[src/hw/rtl/gpp_pkg.sv]
// Shared types, constants and fixed-point helpers for the ground-plane projection block.
`timescale 1ns / 1ps

package gpp_pkg;

   localparam int DATA_WIDTH = 32;
   localparam int FRAC_BITS  = 16;
   localparam int PITCH_W    = FRAC_BITS + 1;
   localparam int ULEN_W     = DATA_WIDTH - 1;
   localparam int OPB_W      = DATA_WIDTH + 1;
   localparam int PROD_W     = DATA_WIDTH + OPB_W;
   localparam int SHR_W      = PROD_W - FRAC_BITS;
   localparam int DVD_W      = DATA_WIDTH + FRAC_BITS;
   localparam int DIV_STEPS  = DVD_W;
   localparam int REG_NUM    = 8;
   localparam int CSR_DW     = 32;
   localparam int CSR_AW     = $clog2(REG_NUM * 4);
   localparam int REQ_DW     = ((2 * DATA_WIDTH + 7) / 8) * 8;
   localparam int RSP_DW     = ((3 * DATA_WIDTH + 7) / 8) * 8;

   typedef logic signed [DATA_WIDTH-1:0] word_type;
   typedef logic signed [OPB_W-1:0]      opb_type;
   typedef logic [PITCH_W-1:0]           pitch_type;
   typedef logic [ULEN_W-1:0]            ulen_type;

   localparam word_type  VMAX      = word_type'({1'b0, {(DATA_WIDTH-1){1'b1}}});
   localparam word_type  VMIN      = word_type'({1'b1, {(DATA_WIDTH-1){1'b0}}});
   localparam pitch_type PITCH_ONE = pitch_type'(1) << FRAC_BITS;
   localparam ulen_type  ULEN_ONE  = ulen_type'(1) << FRAC_BITS;

   typedef enum logic [$clog2(REG_NUM)-1:0] {
      REG_FOCAL, REG_HEIGHT, REG_SIN, REG_COS,
      REG_CX, REG_CY, REG_BACK, REG_HORIZON
   } reg_idx_type;

   // register values plus constants derived from them
   typedef struct packed {
      ulen_type  fl;
      ulen_type  h;
      pitch_type sin;
      pitch_type cos;
      word_type  cx;
      word_type  cy;
      word_type  bo;
      word_type  hr;
      word_type  fs;
      word_type  fc;
      word_type  hs;
      word_type  hfc;
      word_type  nbo;
   } cfg_type;

   typedef struct packed {
      logic     mode;
      logic     ok;
      word_type r0;
      word_type r1;
      word_type r2;
   } side_type;

   typedef struct packed {
      logic     valid;
      word_type num;
      word_type den;
      side_type side;
   } div_type;

   typedef struct packed {
      logic     valid;
      word_type quot;
      side_type side;
   } dres_type;

   typedef struct packed {
      logic     hit;
      word_type a;
      word_type b;
      word_type t;
   } rsp_type;

   function automatic word_type clip(input logic signed [DATA_WIDTH:0] s);
      if (s[DATA_WIDTH] != s[DATA_WIDTH-1]) begin
         return s[DATA_WIDTH] ? VMIN : VMAX;
      end
      return s[DATA_WIDTH-1:0];
   endfunction

   function automatic word_type add_sat(input word_type a, input word_type b);
      logic signed [DATA_WIDTH:0] s;
      s = {a[DATA_WIDTH-1], a} + {b[DATA_WIDTH-1], b};
      return clip(s);
   endfunction

   function automatic word_type sub_sat(input word_type a, input word_type b);
      logic signed [DATA_WIDTH:0] s;
      s = {a[DATA_WIDTH-1], a} - {b[DATA_WIDTH-1], b};
      return clip(s);
   endfunction

   function automatic word_type neg_sat(input word_type a);
      logic signed [DATA_WIDTH:0] s;
      s = -{a[DATA_WIDTH-1], a};
      return clip(s);
   endfunction

   function automatic logic is_pos(input word_type x);
      return !x[DATA_WIDTH-1] && (|x);
   endfunction

   function automatic word_type len_word(input ulen_type x);
      return word_type'({1'b0, x});
   endfunction

   function automatic opb_type opb_s(input word_type x);
      return {x[DATA_WIDTH-1], x};
   endfunction

   function automatic opb_type opb_pitch(input pitch_type x);
      return opb_type'({{(OPB_W-PITCH_W){1'b0}}, x});
   endfunction

   function automatic opb_type opb_len(input ulen_type x);
      return opb_type'({{(OPB_W-ULEN_W){1'b0}}, x});
   endfunction

   // product shifted down by FRAC_BITS, rounded toward minus infinity, saturated
   function automatic word_type qmul(input word_type a, input opb_type b);
      logic signed [PROD_W-1:0] p;
      logic [SHR_W-1:0]         s;
      logic                     ovf;
      p   = PROD_W'(a) * PROD_W'(b);
      s   = p[PROD_W-1:FRAC_BITS];
      ovf = s[SHR_W-1:DATA_WIDTH-1] != {(SHR_W-DATA_WIDTH+1){s[SHR_W-1]}};
      if (ovf) begin
         return s[SHR_W-1] ? VMIN : VMAX;
      end
      return word_type'(s[DATA_WIDTH-1:0]);
   endfunction

   function automatic pitch_type clamp_pitch(input logic [CSR_DW-1:0] v);
      pitch_type p;
      p = v[PITCH_W-1:0];
      return (p > PITCH_ONE) ? PITCH_ONE : p;
   endfunction

endpackage

[src/hw/rtl/gpp_out.sv]
// Result assembly and the output register with its skid entry.
`timescale 1ns / 1ps

module gpp_out (
   input  logic                        clock,
   input  logic                        reset,
   input  gpp_pkg::cfg_type            cfg,
   input  gpp_pkg::dres_type           d3,
   output logic                        en,
   output logic                        rsp_tvalid,
   input  logic                        rsp_tready,
   output logic [gpp_pkg::RSP_DW-1:0]  rsp_tdata,
   output logic [0:0]                  rsp_tuser
);
   import gpp_pkg::*;

   rsp_type res;
   rsp_type out_ff, skd_ff;
   logic    out_vld_ff, skd_vld_ff, take;

   always_comb begin
      res.hit = d3.side.ok;
      if (d3.side.mode) begin
         res.a = add_sat(cfg.cx, d3.quot);
         res.b = sub_sat(cfg.cy, d3.side.r1);
         res.t = d3.side.r2;
      end else begin
         res.a = d3.side.r0;
         res.b = d3.side.r1;
         res.t = '0;
      end
      if (!d3.side.ok) begin
         res.a = '0;
         res.b = '0;
         res.t = '0;
      end
   end

   // pipeline moves only while the skid entry is empty
   assign en   = ~skd_vld_ff;
   assign take = en & d3.valid;

   always_ff @(posedge clock) begin
      if (reset) begin
         out_vld_ff <= 1'b0;
         skd_vld_ff <= 1'b0;
      end else if (skd_vld_ff) begin
         if (rsp_tready) begin
            out_ff     <= skd_ff;
            skd_vld_ff <= 1'b0;
         end
      end else if (take) begin
         if (!out_vld_ff || rsp_tready) begin
            out_ff     <= res;
            out_vld_ff <= 1'b1;
         end else begin
            skd_ff     <= res;
            skd_vld_ff <= 1'b1;
         end
      end else if (rsp_tready) begin
         out_vld_ff <= 1'b0;
      end
   end

   assign rsp_tvalid   = out_vld_ff;
   assign rsp_tdata    = RSP_DW'({out_ff.t, out_ff.b, out_ff.a});
   assign rsp_tuser[0] = out_ff.hit;

endmodule

[config.mk]
export PLATFORM = sky130hd
export DESIGN_NAME = gpp_out
export DESIGN_NICKNAME = d
export VERILOG_FILES = /design/src/hw/rtl/gpp_pkg.sv /design/src/hw/rtl/gpp_out.sv
export SDC_FILE = /design/constraint.sdc
export NUM_CORES = 1
export LEC_CHECK = 0
export ABC_AREA = 1
export BUFFER_PORTS_ARGS = -buffer_cell sky130_fd_sc_hd__buf_4
export CORE_AREA = 2 2 243 245
export DETAILED_ROUTE_END_ITERATION = 10
export DIE_AREA = 0 0 245 247
export PLACE_DENSITY_LB_ADDON = 0.3
export SYNTH_ARGS = -nofsm -noshare
export SYNTH_HDL_FRONTEND = slang
export SYNTH_SLANG_ARGS = --single-unit
[constraint.sdc]
create_clock -name clock -period 15.6 [get_ports clock]
set_clock_uncertainty 0.1 [all_clocks]
set_input_delay 1.56 -clock clock [delete_from_list [all_inputs] [get_ports clock]]
set_output_delay 1.56 -clock clock [all_outputs]
set_load 0.05 [all_outputs]
# Word level (Yosys, flattened, before mapping)
# Index checks and enable logic that the tools add are counted.
# op_classes
add_sub_neg	2
eq_ne	4
n_mux	23
bitwise	4
n_reduce_logical	8
# ops
operator	count
97-bit 2-to-1 mux	4
32-bit 2-to-1 mux	6
96-bit 2-to-1 mux	2
32-bit by 32-bit adder with 33-bit output	1
32-bit by 32-bit subtractor with 33-bit output	1
1-bit 2-to-1 mux	11
4-bit AND reduction	2
2-bit nonzero test	3
1-bit NOT	3
3-bit AND reduction	1
1-bit != test	2
2-bit by 1-bit != test with 1-bit output (second input constant)	1
2-bit != test (second input constant)	1
1-bit bitwise AND	1
1-bit zero test	1
1-bit logical OR	1
# word_totals
regBits	196
out_inout_bits	99

# Logic depth before layout (Yosys ltp)
# Gate-level depths: netlist (run 1).
# logic_depth
depth_word	10
ltp_mapped	23
mapped_depth_nobuf	21

# Worst setup path after synthesis (run 1)
# Ideal clock, no wire load.
# synth_timing
kind	input-to-reg
startpoint	in reset
endpoint	reg out_ff (netlist bit rsp_tdata[0]) (enable)
setup_ns	0.792
arrival_time_ns	10.930
required_time_ns	14.708
slack_ns	3.778
stages	1
cell_sequence	nor4_1
# synth_via
elab_chain_len	2
# synth_lines
element	line	rtl
from (decl)	gpp_out.sv:6	input logic reset,
1-bit NOT (no source line)	-	
4-bit AND reduction (no source line)	-	
to (signal assigned)	gpp_out.sv:49	out_ff <= skd_ff;
to (signal assigned)	gpp_out.sv:54	out_ff <= res;
to (decl)	gpp_out.sv:18	rsp_type out_ff, skd_ff;
# No other way between the ends.
# A chain may end at the register's enable or synchronous reset.

# Worst setup path after layout (run 1)
# layout_timing
startpoint	in d3[34] (netlist bit)
endpoint	reg out_ff (netlist bit rsp_tdata[52]) (data pin)
# layout_via
elab_chain_len	10
word_cells_on_any_way	12
cone_classes	1 x add/sub; 1 x eq/ne; 10 x mux
# layout_lines
element	line	rtl
from (decl)	gpp_out.sv:8	input gpp_pkg::dres_type d3,
32-bit by 32-bit subtractor with 33-bit output *	gpp_pkg.sv:96	s = {a[DATA_WIDTH-1], a} - {b[DATA_WIDTH-1], b};
1-bit != test	gpp_pkg.sv:82	if (s[DATA_WIDTH] != s[DATA_WIDTH-1]) begin
1-bit 2-to-1 mux	gpp_pkg.sv:82	
1-bit 2-to-1 mux	gpp_out.sv:23	if (d3.side.mode) begin
32-bit 2-to-1 mux *	gpp_pkg.sv:85	return s[DATA_WIDTH-1:0];
96-bit 2-to-1 mux *	gpp_out.sv:23	
96-bit 2-to-1 mux *	gpp_out.sv:32	if (!d3.side.ok) begin
97-bit 2-to-1 mux *	gpp_out.sv:53	if (!out_vld_ff || rsp_tready) begin
97-bit 2-to-1 mux *	gpp_out.sv:52	end else if (take) begin
97-bit 2-to-1 mux *	gpp_out.sv:47	end else if (skd_vld_ff) begin
# Mark *: on every way between the ends. The rest lies on a longest branch, timed or not. The select of a mux whose other input is x is not followed.

==> results of run 1 <==
[tightest hold or removal path, stage by stage (launching register included)]
cell      delay (ns)
edfxtp_1        0.32
nand2_1         0.05
nand2_1         0.05
[through the flow]
step | total power, mW | hold WS, ns | utilization
2_1_floorplan | 0.980 | 0.395 | -
3_3_place_gp | 1.13 | 0.393 | 0.289
3_5_place_dp | 1.14 | 0.403 | 0.289
4_1_cts | 1.63 | 0.422 | 0.300
5_1_grt | 1.69 | 0.443 | 0.300
6_report | 1.60 | 0.419 | 0.300
[kinds of logic (layout without fill, tap and decap cells)]
group / after synthesis / in the layout / share of synthesized area
compound gates: 236 / 236 / 0.0992
other cells: 0 / 2 / 0
fa+ha+maj: 68 / 68 / 0.0625
xor+xnor: 24 / 24 / 0.0152
buf+inv: 300 / 583 / 0.0883
simple gates: 977 / 977 / 0.312
flops: 196 / 196 / 0.423
[power by group]
part	total (mW)	leakage, nW	switching (mW)	internal [mW]
Clock	0.482	0.296	0.227	0.255
Combinational	0.503	6.09	0.335	0.168
Sequential	0.620	1.86	0.00899	0.611
[sequential cells by signal, summed over array words and instances (netlist names)]
register	cells
rsp_tvalid	1
skd_ff	97
rsp_tdata	96
skd_vld_ff	1
rsp_tuser	1
[final cells by class]
class | instances | share of cell area
Antenna cell | 2 | 0.000286
Multi-Input combinational cell | 1305 | 0.389
Sequential cell | 196 | 0.336
Clock inverter | 13 | 0.00981
Timing Repair Buffer | 309 | 0.133
Inverter | 242 | 0.0521
Tap cell | 773 | 0.0554
Clock buffer | 19 | 0.0248
[layer usage]
layer	vias to the layer above	share of wire	GRT usage	wire [µm]
met2	378	0.45	0.247	21300
met5	-	0	0	0
met1	5858	0.47	0.212	22300
li1	6405	-	-	-
met3	41	0.057	0.0289	2700
met4	0	0.017	0.0508	792
[layout by cell type (no fill, tap or decap), types with 27 or more instances in the layout]
cell type / n
nor2_1: 169
nand3_1: 112
inv_1: 210
o21ai_0: 38
buf_4: 309
a21oi_1: 126
edfxtp_1: 194
nand2_1: 594
inv_2: 29
a21boi_1: 27
ha_1: 66
[worst min-delay path by stage]
stage,depth (start not counted),end,slack [ns]
4_1_cts,2,rsp_tdata[9],0.42
6_report,2,rsp_tdata[9],0.42
5_1_grt,2,rsp_tdata[23],0.44
3_3_place_gp,2,rsp_tvalid,0.39
2_1_floorplan,2,rsp_tdata[13],0.39
3_5_place_dp,2,rsp_tdata[9],0.40
==> run summary, run 1 <==
Fill cells = 6290
Final min period = 5.36 ns
Netlist cell types = 45
Startpoint Class = input pin
Max-Slew Margin vs Limit = 0.359
depth of the CTS H-tree = 4
number of port buffers = 296
measured slew at the worst slew-check pin = 0.962 ns
Final Slew Violations = 0
Setup WS post-layout = 10.24 ns
1st-pass router iterations = 5
GRT Total Usage = 0.155
most frequent CP cell = nand2_1
critical path class = input pin to register
CTS root buffer = clkbuf_16
post-CTS resize count = 0
fin area = 17500 µm²
Top delay family on crit path = simple AND/OR/NAND/NOR gates
clk slew on worst S/H paths = 0.08 ns
syn nets = 2387
area of the multi-input gates = 6790 µm²
Iteration-0 DRC Markers = 713
Fin Setup TNS = 0 ns
Fin. Hold Viols = 0
register area = 5870 µm²
Mapped Cells = 1801
Worst EP arrival = 5.50 ns
top post-synthesis cells by area = edfxtp_1 (42%), nand2_1 (16%), ha_1 (6.0%)
TritonCTS clock tree = done
Layout area overhead = 26.0%
Max Freq = 0.186 GHz
Reg-to-Reg End = skd_ff[94]
total CTS buffers = 17
Antenna Nets Post-Route = 0
Synth Area per Inst = 7.70 µm²
fraction of registers with async set/reset = 0
worst skew pair latency = 0.49 ns
top cells by count, synth = nand2_1 (594), inv_1 (210), edfxtp_1 (194)
R2R setup slack = 12.00 ns
Layout Cells excl Fill = 2859
peak supply drop = 0.0864 mV
sequential area share after synthesis = 0.423
CP Max Fanout = 23
Final Cycle Share = 0.344
slowest cell delay on critical path = 0.76 ns
Critical Path Source = d3[34]
number of synthesized register bits = 196
# nets final = 2657
CP cell instances = buf_4 -> inv_1 -> ha_1 -> a21oi_1 -> o21ai_2 -> nand2_1 -> nand2_1 -> nand2_1 -> nand2_1 -> nand2_1 -> nand2_1 -> nand2_1 -> o311ai_1 -> xor2_1 -> ha_1 -> inv_1 -> nand3_1 -> nand2_1 -> nand2_1 -> nand3_1 -> nand2_1
Worst Setup End Kind = register
r2r startpoint = skd_vld_ff
crit path to = rsp_tdata[52]
Hold Buf Count CTS = 0
P_leak = 8.25 nW
critical path data required time = 15.73 ns
# IOs = 617
Max-Cap Viols = 0
DP HPWL = 35.7 mm
placed insts = 2825
RSZ-0062 raised after global routing = no
vias in the first global route = 12400
Core Box Area = 58200 µm²
die width = 245 µm
Routed Wire Length = 47.1 mm
Reg2Reg Depth = 6
status = complete, no violations
power per cell area = 91.8 nW/µm²
area fraction of the dominant cell type after synthesis = 0.420
Overflow after GRT = 0
Synth area leader = edfxtp_1
most instantiated library cell after synthesis = nand2_1
Final setup violation count = 0
slowest stage cell, crit path = inv_1
synthesized area = 13900 µm²
CTS Buffer Depth = 2
WL/cell = 16.5 µm
DIE AREA = 60500 µm²
Die Y = 247 µm
Synth Warn # = 0
vias = 12700
Hold Crit Class = register to register
via density per instance = 4.44
Buf/Inv on CP = 3
Initial Util = 0.238
Worst path depth = 21
global-route wire length before repair = 71.1 mm
dpl ws = 9.69 ns
number of synthesized flops with an enable pin = 194
row count = 89
Clock Sinks = 196
ys flop type = edfxtp_1
initial antenna violation count = 2
Residual DRC = 0
share of cells above drive strength 1 = 0.213
Final GP Congestion = 0.881
pin count of the biggest net entering global routing = 76
setup bufs post-CTS = 0
hold wc startpoint = skd_ff[73]
Placed Area = 16900 µm²
(Power assumes the default switching activity.)
==> run 2: changes to the inputs <==
--- a/config.mk
+++ b/config.mk
@@ -7,9 +7,9 @@
 export LEC_CHECK = 0
 export ABC_AREA = 1
 export BUFFER_PORTS_ARGS = -buffer_cell sky130_fd_sc_hd__buf_4
-export CORE_AREA = 2 2 243 245
+export CORE_AREA = 2 2 242 244
 export DETAILED_ROUTE_END_ITERATION = 10
-export DIE_AREA = 0 0 245 247
+export DIE_AREA = 0 0 244 246
 export PLACE_DENSITY_LB_ADDON = 0.3
 export SYNTH_ARGS = -nofsm -noshare
 export SYNTH_HDL_FRONTEND = slang
==> constraint.sdc (replaced) <==
create_clock -name clock -period 4.8 [get_ports clock]
set_clock_uncertainty 0.1 [all_clocks]
set_input_delay 0.48 -clock clock [delete_from_list [all_inputs] [get_ports clock]]
set_output_delay 0.48 -clock clock [all_outputs]
set_load 0.05 [all_outputs]
==> run 2 against run 1 <==
Net effect: routed wire length grew 0.69%; final cell count shrank 0.21%; sequential share of layout area is essentially flat; non-clock buffer count grew 4; first-iteration DRC count grew 2.1%; critical endpoint unchanged; critical path type unchanged; global-route usage grew 0.26 points; utilization grew 0.49 points; critical path depth grew 1; die area shrank 0.81%; final area grew 0.11%.
==> run summary, run 2 (same netlist as run 1, synthesis figures left out) <==
Final Slew Violations = 0 (unchanged)
vias = 12700 (+0.13%)
Worst Setup End Kind = register
Sw Pwr = 1.88 mW (+230%)
Worst EP arrival = 3.88 ns (-1.62 ns)
GRT Total Usage = 0.158 (+0.00265)
WL/cell = 16.6 µm (+0.90%)
clk slew on worst S/H paths = 0.08 ns (about the same)
Final GP Congestion = 0.929 (+5.5%)
CP Max Fanout = 11 (-52%)
Pwr Total = 5.16 mW (+220%)
Hold Crit Class = input pin to register
Final Cycle Share = 0.779
Die Y = 246 µm (-0.40%)
Overflow after GRT = 0 (unchanged)
dpl ws = 0.572 ns (-9.12 ns)
pin count of the biggest net entering global routing = 94 (+24%)
Antenna Nets Post-Route = 0 (unchanged)
depth of the CTS H-tree = 4 (unchanged)
Clock power frac = 0.287 (-0.013)
Final min period = 3.74 ns
Core Box Area = 57400 µm² (-1.5%)
Internal = 3.28 mW (+220%)
Switching Share = 0.364 (+0.00871)
vias in the first global route = 12500 (+0.97%)
measured slew at the worst slew-check pin = 0.974 ns (+0.0119 ns)
Iteration-0 DRC Markers = 728 (+2.1%)
largest register by flop count = skd_ff
row count = 88 (-1.1%)
setup bufs post-CTS = 0 (unchanged)
# IOs = 617 (unchanged)
total CTS buffers = 17 (unchanged)
Initial Util = 0.242 (+0.00363)
Max-Slew Margin vs Limit = 0.351 (-0.00793)
Hold Buf Count CTS = 0 (unchanged)
leading cell types in the layout, fill and taps excluded = nand2_1 (594), buf_4 (311), inv_1 (210)
number of port buffers = 296 (unchanged)
CTS Buffer Depth = 2 (unchanged)
hold wc startpoint = reset
Max Freq = 0.267 GHz
critical path data required time = 4.94 ns (-10.79 ns)
status = complete, no violations
Fill cells = 6196 (-1.5%)
Residual DRC = 0 (unchanged)
Layout area overhead = 26.2%
share of cells above drive strength 1 = 0.215 (+0.00209)
Max-Cap Viols = 0 (unchanged)
post-CTS resize count = 0 (unchanged)
via density per instance = 4.45 (+0.34%)
RSZ-0062 raised after global routing = no
initial antenna violation count = 4 (+2)
r2r startpoint = skd_vld_ff
Reg power frac = 0.390 (+0.004)
P_leak = 8.26 nW (+0.12%)
Startpoint Class = input pin
peak supply drop = 0.298 mV (+250%)
Fin. Hold Viols = 0 (unchanged)
1st-pass router iterations = 7 (+2)
DP HPWL = 35.7 mm (about the same)
DIE AREA = 60000 µm² (-0.81%)
Routed Wire Length = 47.4 mm (+0.69%)
# nets final = 2661 (+0.15%)
critical path class = input pin to register
TritonCTS clock tree = done
worst skew pair latency = 0.50 ns (about the same)
commonest non-fill, non-tap cell in the layout = nand2_1
die width = 244 µm (-0.41%)
power per cell area = 295 nW/µm² (+220%)
Comb power frac = 0.324 (+0.011)
area of the multi-input gates = 6800 µm² (+0.13%)
register area = 5870 µm² (unchanged)
CTS root buffer = clkbuf_16
Critical Path Source = d3[36]
Setup WS post-layout = 1.06 ns (-9.18 ns)
Final setup violation count = 0 (unchanged)
Clock Sinks = 196 (unchanged)
Fin Setup TNS = 0 ns (unchanged)
Largest register FFs = 97 (unchanged)
global-route wire length before repair = 71.8 mm (+1.0%)
[run 2: stage by stage]
step | instance area (µm²) | hold WS [ns] | util | instances
after floorplan | 13900 | 0.395 | - | 1801
after global placement | 16900 | 0.398 | 0.295 | 2821
after detailed placement | 16900 | 0.400 | 0.295 | 2821
after CTS | 17500 | 0.0512 | 0.305 | 2852
after global routing | 17500 | 0.0763 | 0.305 | 2852
final | 17500 | 0.101 | 0.305 | 2853
[run 2: power by group through the flow]
| stage | combinational [mW] | sequential, mW | clock (mW) |
|---|---|---|---|
| after floorplan | 0.949 | 2.23 | 0 |
| after global placement | 1.66 | 2.05 | 0 |
| after detailed placement | 1.68 | 2.05 | 0 |
| after CTS | 1.68 | 2.01 | 1.56 |
| after global routing | 1.86 | 2.02 | 1.60 |
| final | 1.67 | 2.01 | 1.48 |
[run 2: layer usage]
layer,global-route usage,routed length (µm),share of wire,vias up
met5,0,41,0.00086,-
met4,0.0463,707,0.015,6
met3,0.0386,3110,0.066,39
met2,0.259,21700,0.46,370
met1,0.206,21800,0.46,5875
li1,-,-,-,6409
[run 2: area by class of cell]
cell class              count  share of cell area
multi-input cells        1305               0.389
flip-flops and latches    196               0.336
repair buffers            313               0.136
well taps                 765              0.0547
inverters                 242              0.0520
clock buffers              17              0.0243
clock inverters            14             0.00851
diodes                      1            0.000143
[run 2: critical path, stage by stage]
cell	delay, ns
buf_4	0.11
inv_1	0.10
ha_1	0.29
a21oi_1	0.27
o21a_1	0.22
nand2_1	0.14
nand2_1	0.08
nand2_1	0.13
nand2_1	0.20
nand2_1	0.10
nand2_1	0.07
o311ai_1	0.16
xor2_1	0.19
ha_1	0.33
buf_4	0.19
inv_1	0.08
buf_4	0.19
nand3_1	0.15
nand2_1	0.13
nand2_1	0.06
nand3_1	0.11
nand2_1	0.10
[run 2: worst paths after layout]
check,endpoint,slack [ns],cells after the start
max,rsp_tdata[52],1.06,22
min,rsp_tvalid,0.10,2
max reg2reg,rsp_tdata[22],2.23,3
min reg2reg,rsp_tdata[92],0.42,2
